--- src/rtl/core/bdhd_pkg.sv ---
// Package for the button debounce and hold detect unit.
// Holds register widths, register addresses and the result bundle type.
// No dependencies.
package bdhd_pkg;

    localparam int HOLD_COUNT_WIDTH = 16;
    localparam int DEB_W            = 4;
    localparam int HOLD_W           = 16;
    localparam int CMP_W            = (HOLD_COUNT_WIDTH > HOLD_W) ? HOLD_COUNT_WIDTH : HOLD_W;
    localparam int PADDR_W          = 3;
    localparam int PDATA_W          = 32;

    localparam logic [DEB_W-1:0]            DEB_RESET  = DEB_W'(6);
    localparam logic [HOLD_W-1:0]           HOLD_RESET = HOLD_W'(200);
    localparam logic [HOLD_COUNT_WIDTH-1:0] TIMER_MAX  = '1;

    typedef enum logic {
        REG_DEBOUNCE = 1'b0,
        REG_HOLD     = 1'b1
    } reg_idx_t;

    typedef struct packed {
        logic short_press;
        logic long_hold;
        logic debounced_level;
    } result_t;

endpackage

--- src/rtl/core/button_debounce_hold_detect_unit.sv ---
// Top level of the button debounce and hold detect unit.
// Depends on bdhd_pkg for widths, register addresses and the result bundle.
//
// Usage:
//   s_ channel: one raw button sample per request (s_raw_pressed, 1 = pressed).
//   m_ channel: exactly one result per sample: short_press and long_hold pulses
//   plus the debounced level after that sample.
//   APB port: register 0 at 0x0 is debounce_ticks (4 bits), register 1 at 0x4
//   is hold_ticks (16 bits). Reads return the current values; pready is tied
//   high. Write registers only while the block holds no pending request.
// Output: each result is registered, into the skid register if the result
//   register is still held. Throughput: one sample per cycle while s_ready is
//   high. The debounce and hold state is updated at the accept edge by one pass
//   of counter/compare logic into the result or skid register.
// Stall: a two-entry output buffer (result register plus skid register) lets
//   one more sample in after m_ready drops; s_ready falls once the skid
//   register is occupied.
// Reset: aresetn (synchronous, active low) sets the level to released, clears
//   the counters and both buffers, and restores the register defaults.
module button_debounce_hold_detect_unit (
    input  logic                          aclk,
    input  logic                          aresetn,
    input  logic                          psel,
    input  logic                          penable,
    input  logic                          pwrite,
    input  logic [bdhd_pkg::PADDR_W-1:0]  paddr,
    input  logic [bdhd_pkg::PDATA_W-1:0]  pwdata,
    output logic [bdhd_pkg::PDATA_W-1:0]  prdata,
    output logic                          pready,
    input  logic                          s_valid,
    output logic                          s_ready,
    input  logic                          s_raw_pressed,
    output logic                          m_valid,
    input  logic                          m_ready,
    output logic                          m_short_press,
    output logic                          m_long_hold,
    output logic                          m_debounced_level
);
    import bdhd_pkg::*;

    logic [DEB_W-1:0]            debounce_ticks_reg;
    logic [HOLD_W-1:0]           hold_ticks_reg;
    logic                        stable_level_reg, stable_level_next;
    logic                        cand_level_reg, cand_level_next;
    logic [DEB_W-1:0]            cand_count_reg, cand_count_next;
    logic [HOLD_COUNT_WIDTH-1:0] press_timer_reg, press_timer_next;
    logic                        hold_reported_reg, hold_reported_next;
    result_t                     result_next;
    result_t                     out_reg, skid_reg;
    logic                        out_valid_reg, skid_valid_reg;
    logic                        push, pop, cfg_wr;
    reg_idx_t                    cfg_idx;
    logic                        hr_mid;
    logic [HOLD_COUNT_WIDTH-1:0] timer_mid, timer_inc;

    // APB
    assign pready  = 1'b1;
    assign cfg_wr  = psel && penable && pwrite && pready;
    assign cfg_idx = reg_idx_t'(paddr[2]);

    always_comb begin
        unique case (cfg_idx)
            REG_DEBOUNCE: prdata = PDATA_W'(debounce_ticks_reg);
            REG_HOLD:     prdata = PDATA_W'(hold_ticks_reg);
            default:      prdata = '0;
        endcase
    end

    always_ff @(posedge aclk) begin
        if (!aresetn) begin
            debounce_ticks_reg <= DEB_RESET;
            hold_ticks_reg     <= HOLD_RESET;
        end else if (cfg_wr) begin
            unique case (cfg_idx)
                REG_DEBOUNCE: debounce_ticks_reg <= pwdata[DEB_W-1:0];
                REG_HOLD:     hold_ticks_reg     <= pwdata[HOLD_W-1:0];
                default:      ;
            endcase
        end
    end

    // Debounce and hold detection, one sample per pass
    always_comb begin
        stable_level_next  = stable_level_reg;
        cand_level_next    = cand_level_reg;
        cand_count_next    = cand_count_reg;
        press_timer_next   = press_timer_reg;
        hold_reported_next = hold_reported_reg;
        result_next        = '0;
        timer_mid          = press_timer_reg;
        hr_mid             = hold_reported_reg;
        timer_inc          = '0;

        if (s_raw_pressed != cand_level_reg) begin
            cand_level_next = s_raw_pressed;
            cand_count_next = DEB_W'(1);
        end else if (cand_count_reg < debounce_ticks_reg) begin
            cand_count_next = cand_count_reg + DEB_W'(1);
        end else begin
            stable_level_next = cand_level_reg;
            if (stable_level_reg != cand_level_reg) begin
                if (cand_level_reg) begin
                    timer_mid = '0;
                    hr_mid    = 1'b0;
                end else if (!hold_reported_reg) begin
                    result_next.short_press = 1'b1;
                end
            end
            if (cand_level_reg && !hr_mid) begin
                timer_inc = (timer_mid == TIMER_MAX) ? timer_mid
                                                     : timer_mid + HOLD_COUNT_WIDTH'(1);
                timer_mid = timer_inc;
                if (CMP_W'(timer_inc) >= CMP_W'(hold_ticks_reg)) begin
                    hr_mid                = 1'b1;
                    result_next.long_hold = 1'b1;
                end
            end
            press_timer_next   = timer_mid;
            hold_reported_next = hr_mid;
        end
        result_next.debounced_level = stable_level_next;
    end

    assign s_ready = !skid_valid_reg;
    assign push    = s_valid && s_ready;
    assign pop     = m_valid && m_ready;

    always_ff @(posedge aclk) begin
        if (!aresetn) begin
            stable_level_reg  <= 1'b0;
            cand_level_reg    <= 1'b0;
            cand_count_reg    <= '0;
            press_timer_reg   <= '0;
            hold_reported_reg <= 1'b0;
        end else if (push) begin
            stable_level_reg  <= stable_level_next;
            cand_level_reg    <= cand_level_next;
            cand_count_reg    <= cand_count_next;
            press_timer_reg   <= press_timer_next;
            hold_reported_reg <= hold_reported_next;
        end
    end

    // Result register with skid
    always_ff @(posedge aclk) begin
        if (!aresetn) begin
            out_valid_reg  <= 1'b0;
            skid_valid_reg <= 1'b0;
        end else if (pop) begin
            if (skid_valid_reg) begin
                out_valid_reg  <= 1'b1;
                skid_valid_reg <= 1'b0;
            end else begin
                out_valid_reg <= push;
            end
        end else if (push) begin
            if (out_valid_reg) begin
                skid_valid_reg <= 1'b1;
            end else begin
                out_valid_reg <= 1'b1;
            end
        end
    end

    always_ff @(posedge aclk) begin
        if (pop) begin
            if (skid_valid_reg) begin
                out_reg <= skid_reg;
            end else if (push) begin
                out_reg <= result_next;
            end
        end else if (push) begin
            if (out_valid_reg) begin
                skid_reg <= result_next;
            end else begin
                out_reg <= result_next;
            end
        end
    end

    assign m_valid           = out_valid_reg;
    assign m_short_press     = out_reg.short_press;
    assign m_long_hold       = out_reg.long_hold;
    assign m_debounced_level = out_reg.debounced_level;

    // Assertions
    a_skid_needs_out: assert property (@(posedge aclk) disable iff (!aresetn)
        skid_valid_reg |-> out_valid_reg)
        else $error("skid entry held without a result in the output register");

    a_hold_when_pressed: assert property (@(posedge aclk) disable iff (!aresetn)
        m_valid && m_long_hold |-> m_debounced_level)
        else $error("long_hold reported while released");

    a_short_when_released: assert property (@(posedge aclk) disable iff (!aresetn)
        m_valid && m_short_press |-> !m_debounced_level && !m_long_hold)
        else $error("short_press reported while pressed or with long_hold");

    // a new stable press restarts the timer even when the hold fires again at once
    a_timer_frozen: assert property (@(posedge aclk) disable iff (!aresetn)
        hold_reported_reg && $past(hold_reported_reg) && !$rose(stable_level_reg)
        |-> $stable(press_timer_reg))
        else $error("hold timer moved after the hold was reported");

endmodule
--- config.mk ---
export PLATFORM = sky130hd
export DESIGN_NAME = button_debounce_hold_detect_unit
export DESIGN_NICKNAME = d
export VERILOG_FILES = /design/src/rtl/core/bdhd_pkg.sv /design/src/rtl/core/button_debounce_hold_detect_unit.sv
export SDC_FILE = /design/constraint.sdc
export NUM_CORES = 1
export LEC_CHECK = 0
export ABC_AREA = 1
export BUFFER_PORTS_ARGS = -buffer_cell sky130_fd_sc_hd__buf_4
export CORE_AREA = 2 2 84 86
export DETAILED_ROUTE_END_ITERATION = 7
export DIE_AREA = 0 0 86 88
export PLACE_DENSITY = 0.79
export SETUP_SLACK_MARGIN = 0.3
export SLEW_MARGIN = 10
export SYNTH_ARGS = -nofsm -noshare
export SYNTH_HDL_FRONTEND = slang
export SYNTH_SLANG_ARGS = --single-unit
--- constraint.sdc ---
create_clock -name aclk -period 3.3 [get_ports aclk]
set_clock_uncertainty 0.1 [all_clocks]
set_input_delay 0.165 -clock aclk [delete_from_list [all_inputs] [get_ports aclk]]
set_output_delay 0.165 -clock aclk [all_outputs]
set_load 0.005 [all_outputs]
Yosys cells after proc, flatten, opt, wreduce, memory -nomap -nowiden
Index checks and enable logic that the tools add are counted.
- register bits: 51
- output and inout bits: 38
- logic and storage cells: 79
- add/subtract/negate cells: 2
- order comparisons: 2
- eq/ne operators: 4
- multiplexer cells: 32
- bitwise gates (word level): 5
- reductions and logical operators: 19
- operator list (cell ; number):
    two-way mux 16 bit ; 6
    case mux 32 bit (2 select lines) ; 1
    adder 16 x 1 -> 16 bit (second input constant) ; 1
    == test 16 bit (second input constant) ; 1
    >= comparator 16 bit ; 1
    two-way mux 1 bit ; 16
    two-way mux 3 bit ; 5
    AND reduction 2 bit ; 5
    AND reduction 3 bit ; 3
    two-way mux 4 bit ; 2
    nonzero test 2 bit ; 3
    logical AND 1 bit ; 5
    NOT 1 bit ; 5
    adder 4 x 1 -> 4 bit (second input constant) ; 1
    less-than comparator 4 bit ; 1
    two-way mux 2 bit ; 2
    logical NOT 1 bit ; 2
    inequality test 1 bit ; 2
    inequality test 2 x 1 -> 1 bit (second input constant) ; 1
    OR reduction 2 bit ; 1

Longest topological paths before layout
Gate-level depths: netlist of the first run.
- depth in word-level cells: 14
- gate-level depth with buffers: 23
- depth with buffers taken out: 21

Least setup slack after synthesis of the first run
Ideal clock, no wire load.
- path kind: flip-flop to flip-flop
- start point: register stable_level_reg
- end point: register out_reg, in the netlist m_long_hold, data pin
- setup time: 0.257 ns
- arrival: 2.604 ns
- required time: 2.943 ns
- path slack: 0.338 ns
- stages on the path, launching flop included: 24
- buffers on the path: 2
- period minus slack after synthesis: 2.962 ns
- cell sequence: dfxtp_1 > inv_2 > nand2_4 > buf_6 > nand2_1 > inv_1 > ha_1 > nand4_2 > nor2_4 > nand2_4 > buf_6 > nand2_2 > and2_1 > ha_1 > inv_1 > o21bai_1 > nand2_1 > nand2_1 > nand2_1 > nand2_1 > nand2_1 > nand3_1 > nand3_1 > a21oi_1
- word-level cells in the longest chain between the ends: 14
- elaborated cells on any way between the ends: 22
- classes of those cells: 1 x add/sub; 1 x order compare; 2 x eq/ne; 16 x mux; 2 x reduce/logical
- RTL lines (what ; line ; RTL):
    from (decl) ; button_debounce_hold_detect_unit.sv:43 ; logic stable_level_reg, stable_level_next;
    from (signal assigned) ; button_debounce_hold_detect_unit.sv:136 ; stable_level_reg <= stable_level_next;
    inequality test 1 bit (*) ; button_debounce_hold_detect_unit.sv:101 ; if (stable_level_reg != cand_level_reg) begin
    two-way mux 16 bit ; button_debounce_hold_detect_unit.sv:101 ;
    two-way mux 16 bit ; button_debounce_hold_detect_unit.sv:97 ; end else if (cand_count_reg < debounce_ticks_reg) begin
    two-way mux 16 bit ; button_debounce_hold_detect_unit.sv:94 ; if (s_raw_pressed != cand_level_reg) begin
    adder 16 x 1 -> 16 bit / == test 16 bit (equally long branches) ; button_debounce_hold_detect_unit.sv:111, button_debounce_hold_detect_unit.sv:110 ;
    two-way mux 16 bit ; button_debounce_hold_detect_unit.sv:110 ; timer_inc = (timer_mid == TIMER_MAX) ? timer_mid
    >= comparator 16 bit ; button_debounce_hold_detect_unit.sv:113 ; if (CMP_W'(timer_inc) >= CMP_W'(hold_ticks_reg)) begin
    two-way mux 1 bit ; button_debounce_hold_detect_unit.sv:113 ;
    two-way mux 1 bit (*) ; button_debounce_hold_detect_unit.sv:109 ; if (cand_level_reg && !hr_mid) begin
    two-way mux 2 bit (*) ; button_debounce_hold_detect_unit.sv:97 ;
    two-way mux 2 bit (*) ; button_debounce_hold_detect_unit.sv:94 ;
    two-way mux 3 bit (on tied branches) ; button_debounce_hold_detect_unit.sv:173, button_debounce_hold_detect_unit.sv:169 ;
    two-way mux 3 bit (on tied branches) ; button_debounce_hold_detect_unit.sv:172, button_debounce_hold_detect_unit.sv:167 ;
    two-way mux 3 bit (*) ; button_debounce_hold_detect_unit.sv:166 ; if (pop) begin
    to (signal assigned) ; button_debounce_hold_detect_unit.sv:168 ; out_reg <= skid_reg;
    to (signal assigned) ; button_debounce_hold_detect_unit.sv:170 ; out_reg <= result_next;
    to (signal assigned) ; button_debounce_hold_detect_unit.sv:176 ; out_reg <= result_next;
    to (decl) ; button_debounce_hold_detect_unit.sv:49 ; result_t out_reg, skid_reg;
Every way passes the cells marked *; elsewhere a longest branch is shown, timed or not. The select of a mux whose other input is x is not followed.
A chain may end at the register's enable or synchronous reset.

Worst setup path in the final report of the first run
Ends and elaborated chain as after synthesis.

==> flow_metrics.env, run 1 <==
export IMPL_power_density_nw_per_um2=312.3
export IMPL_startpoint="stable_level_reg$_SDFFE_PN0P_"
export IMPL_routedWlPerCell_um=13.25
export IMPL_numCtsBuffers=5
export IMPL_ys_warn_count=0
export IMPL_vias=3437
export IMPL_first_global_vias=3065
export IMPL_syn_inst=507
export IMPL_grt_pass1_wl_um=13500
export IMPL_wirelength_um=8505
export IMPL_clkSlewWorstSetupHoldPaths_ps=100
export IMPL_h_tree_depth=2
export IMPL_area_growth_pct=20.83
export IMPL_dr_wl_met2_um=4184
export IMPL_drcViolationCount=0
export IMPL_die_x_um=86
export IMPL_grt_overflow=0
export IMPL_end_kind="register"
export IMPL_place_gp_congestion=0.8808
export IMPL_seq_area_frac_synth_pct=31.25
export IMPL_viasPerCell=5.354
export IMPL_slew_headroom_pct=41.68
export IMPL_start_util_pct=52.07
export IMPL_cp_arrival_ps=3060
export IMPL_cap_violations=0
export IMPL_synth_cell_types=31
export IMPL_cts_num_sinks=51
export IMPL_critPathRequiredTime_ps=3380
export IMPL_synthTopCellsByArea="dfxtp_1, nand2_1, a21oi_1, inv_1, ha_1"
export IMPL_cts_tree="yes"
export IMPL_antenna_found_initial=0
export IMPL_coreArea_sq_um=6644
export IMPL_drive_gt1_share_pct=20.82
export IMPL_synth_top_area_share_pct=26.04
export IMPL_cts_buffer_depth=2
export IMPL_static_leakage_power_nw=2.108
export IMPL_startpoint_type="register"
export IMPL_die_height_um=88
export IMPL_io_buffers=45
export IMPL_hp_class="in -> reg"
export IMPL_setup_ws_ps=316.9
export IMPL_fin_crit_ps=2983
export IMPL_worstMarginPinSlew_ps=872.1
export IMPL_synthesis_area_sq_um=3460
export IMPL_final_nets=625
export IMPL_ioPinCount=81
export IMPL_synth_top_cell_by_area="dfxtp_1"
export IMPL_setup_tns_ps=0
export IMPL_dp_slack_ps=112.7
export IMPL_dr_pass1_iters=5
export IMPL_finalCritPeriodShare_pct=90.40
export IMPL_final_common_cell="nand2_1"
export IMPL_antenna_cells=0
export IMPL_outcome="finished clean"
export IMPL_wl_met1_um=3537
export IMPL_grt_max_degree=37
export IMPL_fmaxAchievable_mhz=335.2
export IMPL_top_layer_used="met4"
export IMPL_final_cell_mix="nand2_1, inv_1, a21oi_1"
export IMPL_rsz0062_at_grt="yes"
export IMPL_syn_area_per_cell_sq_um=6.824
export IMPL_hpwl_um=6009
export IMPL_cp_max_fo=6
export IMPL_ys_seq_elements=51
export IMPL_vdd_drop_max_mv=0.1732
export IMPL_die_area_sq_um=7568
export IMPL_drtAntennaViolNets=0
export IMPL_holdCritStartpoint="pwdata[0]"
export IMPL_gr_usage_all_layers_pct=22.04
export IMPL_rows=30
export IMPL_cts_root_buffer="clkbuf_8"
export IMPL_initialDrtViolationCount=221
export IMPL_finalHoldViolCount=0
export IMPL_crit_type="reg -> reg"
export IMPL_clk_latency_ps=320
export IMPL_maxSlewViolCount=0
export IMPL_wl_met3_um=650
export IMPL_r2r_start="stable_level_reg$_SDFFE_PN0P_"
export IMPL_final_setup_viol_count=0
path summary, 6_finish.rpt:
check                                                       end  cells past startpoint  slack [ps]
worst min register to register  hold_ticks_reg[12]$_SDFFE_PN0P_                      2         380
worst max register to register            m_long_hold$_DFFE_PP_                     19         320
worst min-delay path             hold_ticks_reg[0]$_SDFFE_PN0P_                      3          20
worst max-delay path                      m_long_hold$_DFFE_PP_                     19         320
cell usage after synthesis (all sizes together):
cell / number
o21ai: 50
clkbuf: 11
a21oi: 67
xnor2: 2
clkinv: 1
o21bai: 1
and2: 2
nand4: 8
nand3: 29
ha: 21
dfxtp: 45
nand2: 111
xor2: 8
edfxtp: 6
o31ai: 1
nor3: 3
buf: 21
nor2: 42
o21a: 1
inv: 75
conb: 2
critical path: stages (launching register included):
cell	delay, ps
dfxtp_4	360
inv_2	50
nand2_4	90
nand2_2	70
inv_2	80
ha_4	150
nand4_4	80
buf_6	140
nor2_4	270
nand2_8	110
buf_12	150
buf_4	120
nand2_2	70
ha_1	120
nand4_1	110
nor3_2	240
nand3_1	150
nand3_2	140
nand3_4	90
a21oi_2	140
per-stage QoR:
stage          std cells  area, sq um  total power, mW  hold WS [ps]  util [%]
2_1_floorplan        522         3516           0.7782         191.4         -
3_3_place_gp         620         3790           0.8234         282.0     57.04
3_5_place_dp         620         3790           0.8280         296.0     57.04
4_1_cts              634         4010            1.299         1.004     60.36
5_1_grt              642         4180            1.359         45.07     62.92
6_report             642         4180            1.305         18.40     62.92
layout make-up:
cell class                 count  area, sq um
fill                         565         2464
multi-input combinational    364         2076
sequential                    51         1086
timing repair buffer          63        511.7
inverter                      76        285.3
tap                           80        100.1
clock buffer                   6        82.58
clock inverter                 2        38.79
cells by family (layout without fill, tap and decap cells):
group | Yosys count | after routing | share of synthesized area [%]
simple gates | 195 | 196 | 26.76
compound gates | 120 | 120 | 17.58
buf+inv | 108 | 147 | 14.07
flops | 51 | 51 | 31.25
fa+ha+maj | 21 | 21 | 7.595
xor+xnor | 10 | 10 | 2.532
other cells | 2 | 17 | 0.2171
where the power goes:
| group | internal, mW | switching (mW) |
|---|---|---|
| registers | 0.645 | 0.0104 |
| clock network | 0.250 | 0.224 |
| logic | 0.0710 | 0.105 |
| total | 0.965 | 0.340 |
per-layer routing:
| metal | vias up | global-route usage [%] |
|---|---|---|
| li1 | 1722 | - |
| met1 | 1564 | 26.04 |
| met2 | 137 | 40.03 |
| met3 | 14 | 4.336 |
| met4 | 0 | 7.215 |
| met5 | - | 0 |
repair_timing:
action	CTS	global route
hold buffers	5	1
setup endpoints to repair	2	3
gates cloned	0	1
buffers inserted	1	6
hold endpoints to repair	5	1
pin swaps	3	12
gates resized for setup	11	19
Note: power is estimated with default switching activity, not from simulation.
==> run 2: changes to the inputs <==
--- a/config.mk
+++ b/config.mk
@@ -5,12 +5,12 @@
 export SDC_FILE = /design/constraint.sdc
 export NUM_CORES = 1
 export LEC_CHECK = 0
-export ABC_AREA = 1
+export ABC_CLOCK_PERIOD_IN_PS = 3300
 export BUFFER_PORTS_ARGS = -buffer_cell sky130_fd_sc_hd__buf_4
 export CORE_AREA = 2 2 84 86
 export DETAILED_ROUTE_END_ITERATION = 7
 export DIE_AREA = 0 0 86 88
-export PLACE_DENSITY = 0.79
+export PLACE_DENSITY = 0.8
 export SETUP_SLACK_MARGIN = 0.3
 export SLEW_MARGIN = 10
 export SYNTH_ARGS = -nofsm -noshare
==> run 2 against run 1 <==
Core utilization grew 6.4 points. Non-clock buffer count grew 44. Cell count shrank 3.6%. Die area is the same. First-iteration DRC count grew 29%. Hold slack lost 18 ps. Sequential share of layout area shrank 2.5 points. Critical path type unchanged. Critical endpoint unchanged. Largest cell class unchanged. Highest routed layer unchanged.
==> flow_metrics.env, run 2 <==
export IMPL_rows=30
export IMPL_ys_seq_elements=51
export IMPL_rsz0062_at_grt="yes"
export IMPL_wirelength_um=10020
export IMPL_cts_root_buffer="clkbuf_8"
export IMPL_grt_pass1_wl_um=16250
export IMPL_r2r_start="cand_level_reg$_SDFFE_PN0P_"
export IMPL_dp_cells=591
export IMPL_cts_num_sinks=51
export IMPL_startpoint_type="register"
export IMPL_synthesis_area_sq_um=3538
export IMPL_final_nets=602
export IMPL_finalHoldViolCount=0
export IMPL_yosysMostFrequentCell="nand2_1"
export IMPL_max_stage_delay_ps=340
export IMPL_regToRegSetupSlack_ps=5
export IMPL_ioPinCount=81
export IMPL_rr_worst_depth=17
export IMPL_die_area_sq_um=7568
export IMPL_maxSlewViolCount=0
export IMPL_end_kind="register"
export IMPL_path_cells="buf_6 -> nand2b_4 -> and2_4 -> ha_4 -> and3_4 -> nand3_4 -> o21ai_4 -> buf_6 -> nor2_1 -> xnor2_1 -> ha_1 -> a21oi_2 -> nor3_1 -> nor3_1 -> o211ai_1 -> buf_4 -> a32o_1"
export IMPL_synth_commonest_cells="nand2_1, dfxtp_1, a21oi_1, inv_1, nor2_1"
export IMPL_gr_usage_all_layers_pct=27.09
export IMPL_vdd_drop_max_mv=0.1941
export IMPL_start_util_pct=53.26
export IMPL_synth_top_area_share_pct=25.46
export IMPL_power_density_nw_per_um2=285.1
export IMPL_synth_top_cell_by_area="dfxtp_1"
export IMPL_hpwl_um=7053
export IMPL_final_cell_mix="buf_4, nand2_1, dfxtp_1"
export IMPL_final_area_sq_um=4608
export IMPL_clk_latency_ps=320
export IMPL_cp_max_fo=5
export IMPL_io_buffers=45
export IMPL_antenna_found_initial=0
export IMPL_final_setup_viol_count=0
export IMPL_viasPerCell=5.837
export IMPL_syn_inst=452
export IMPL_cts_buffer_depth=2
export IMPL_vias=3613
export IMPL_grt_overflow=0
export IMPL_synthArstFlopShare_pct=0
export IMPL_die_height_um=88
export IMPL_cap_violations=0
export IMPL_outcome="finished clean"
export IMPL_finalCritPeriodShare_pct=99.85
export IMPL_fin_hold_ws_ps=0.3446
export IMPL_area_growth_pct=30.23
export IMPL_grt_max_degree=24
export IMPL_place_gp_congestion=1.003
export IMPL_layout_cells_non_filler=619
export IMPL_ys_flop_type="dfxtp_1"
export IMPL_slew_headroom_pct=44.41
export IMPL_syn_area_per_cell_sq_um=7.828
export IMPL_coreArea_sq_um=6644
export IMPL_antenna_cells=0
export IMPL_cts_tree="yes"
export IMPL_die_x_um=86
export IMPL_static_leakage_power_nw=1.822
export IMPL_first_global_vias=3467
export IMPL_seq_area_frac_synth_pct=30.55
export IMPL_clkSlewWorstSetupHoldPaths_ps=100
export IMPL_final_common_cell="buf_4"
export IMPL_synth_cell_types=65
export IMPL_critPathRequiredTime_ps=3270
export IMPL_ys_warn_count=0
export IMPL_drtAntennaViolNets=0
export IMPL_power_total_mw=1.314
export IMPL_dr_pass1_iters=5
export IMPL_hp_class="in -> reg"
export IMPL_worst_path_max_delay_cell="dfxtp_2"
export IMPL_reg2reg_to="m_long_hold$_DFFE_PP_"
export IMPL_fmaxAchievable_mhz=303.5
export IMPL_post_dp_cell_area_sq_um=4172
export IMPL_routedWlPerCell_um=16.18
export IMPL_worstMarginPinSlew_ps=827.5
export IMPL_crit_end="m_long_hold$_DFFE_PP_"
export IMPL_initialDrtViolationCount=284
export IMPL_cp_arrival_ps=3270
export IMPL_h_tree_depth=2
export IMPL_numCtsBuffers=5
export IMPL_startpoint="cand_level_reg$_SDFFE_PN0P_"
export IMPL_crit_type="reg -> reg"
export IMPL_fin_crit_ps=3295
export IMPL_synth_edf_count=6
export IMPL_drcViolationCount=0
export IMPL_synthTopCellsByArea="dfxtp_1, ha_1, nand2_1, edfxtp_1, a21oi_1"
export IMPL_drive_gt1_share_pct=26.16
## run 2: changes by cell type in the layout (fill, tap and decap cells not counted), sizes merged, moves of 6 or more
cell         change
o21ai           -29
nor2            -17
buf             +38
and2            +13
nand3           -16
or3              +6
a31oi            +7
dlygate4sd3      +6
nor3             +7
inv             -49
o211ai           +8
or4              +6
a21oi           -34
nand2           -45
## run 2: repair_timing
action                                  4_1_cts  5_1_grt
resized for setup                            14       11
hold endpoints to repair                     12        0
pin swaps                                     9        7
endpoints found under the setup margin        3        3
hold buffers                                 12        0
buffers inserted                              5        3
## run 2: cells by family after synthesis
group / Yosys count / synth area share (%)
adders and majority gates: 21 / 7.426
muxes: 8 / 2.404
xor gates and xnor gates: 13 / 3.218
DFF: 51 / 30.55
and+or+nand+nor: 177 / 25.35
other: 2 / 0.2122
AOI/OAI and AO/OA: 110 / 21.08
buffers and inverters: 70 / 9.759
## run 2: layout make-up
class                      instances  area (sq um)
multi-input combinational        346          2367
sequential                        51          1084
tap                               80         100.1
clock inverter                     3         42.54
fill                             515          2036
timing repair buffer             107         844.6
inverter                          27         101.3
clock buffer                       5         68.82
## run 2: where the power goes
group / switching (mW) / leakage, nW / total, mW / internal, mW
Clock: 0.237 / 0.0562 / 0.464 / 0.227
Sequential: 0.0112 / 0.425 / 0.653 / 0.642
Combinational: 0.108 / 1.34 / 0.197 / 0.0886
Total: 0.356 / 1.82 / 1.31 / 0.957
## run 2: routing by layer
| metal | part of all wire, % | GRT usage, % |
|---|---|---|
| met1 | 42 | 32.31 |
| met2 | 49 | 47.99 |
| met3 | 6.6 | 6.032 |
| met4 | 2.2 | 9.524 |
| met5 | 0 | 0 |
## run 2: worst min path at each step
stage / start / end / slack, ps / cells after the start
final: pwdata[1] / hold_ticks_reg[1]$_SDFFE_PN0P_ / 0.3 / 3
after global routing: pwdata[11] / hold_ticks_reg[11]$_SDFFE_PN0P_ / 1 / 3
after CTS: pwdata[5] / hold_ticks_reg[5]$_SDFFE_PN0P_ / 0.5 / 3
after detailed placement: m_ready / skid_valid_reg$_SDFFE_PP0P_ / 270 / 2
after global placement: m_ready / skid_valid_reg$_SDFFE_PP0P_ / 270 / 2
after floorplan: m_ready / skid_valid_reg$_SDFFE_PP0P_ / 170 / 1
## run 2: stage by stage
step           util [%]  setup slack [ps]  TNS [ps]
6_report          69.36             5.100         0
5_1_grt           69.36            -128.4    -227.2
4_1_cts           68.02             41.22         0
3_5_place_dp      62.79            -87.97    -150.5
3_3_place_gp      62.79            -29.51    -29.51
2_1_floorplan         -             134.5         0
## run 2: critical path, delay by kind of cell, from the launching register on
kind            cells  cell delay [ps]
flops               1              340
compound gates      4              680
xor+xnor            1              240
buf+inv             3              420
fa+ha+maj           2              440
simple gates        7              830
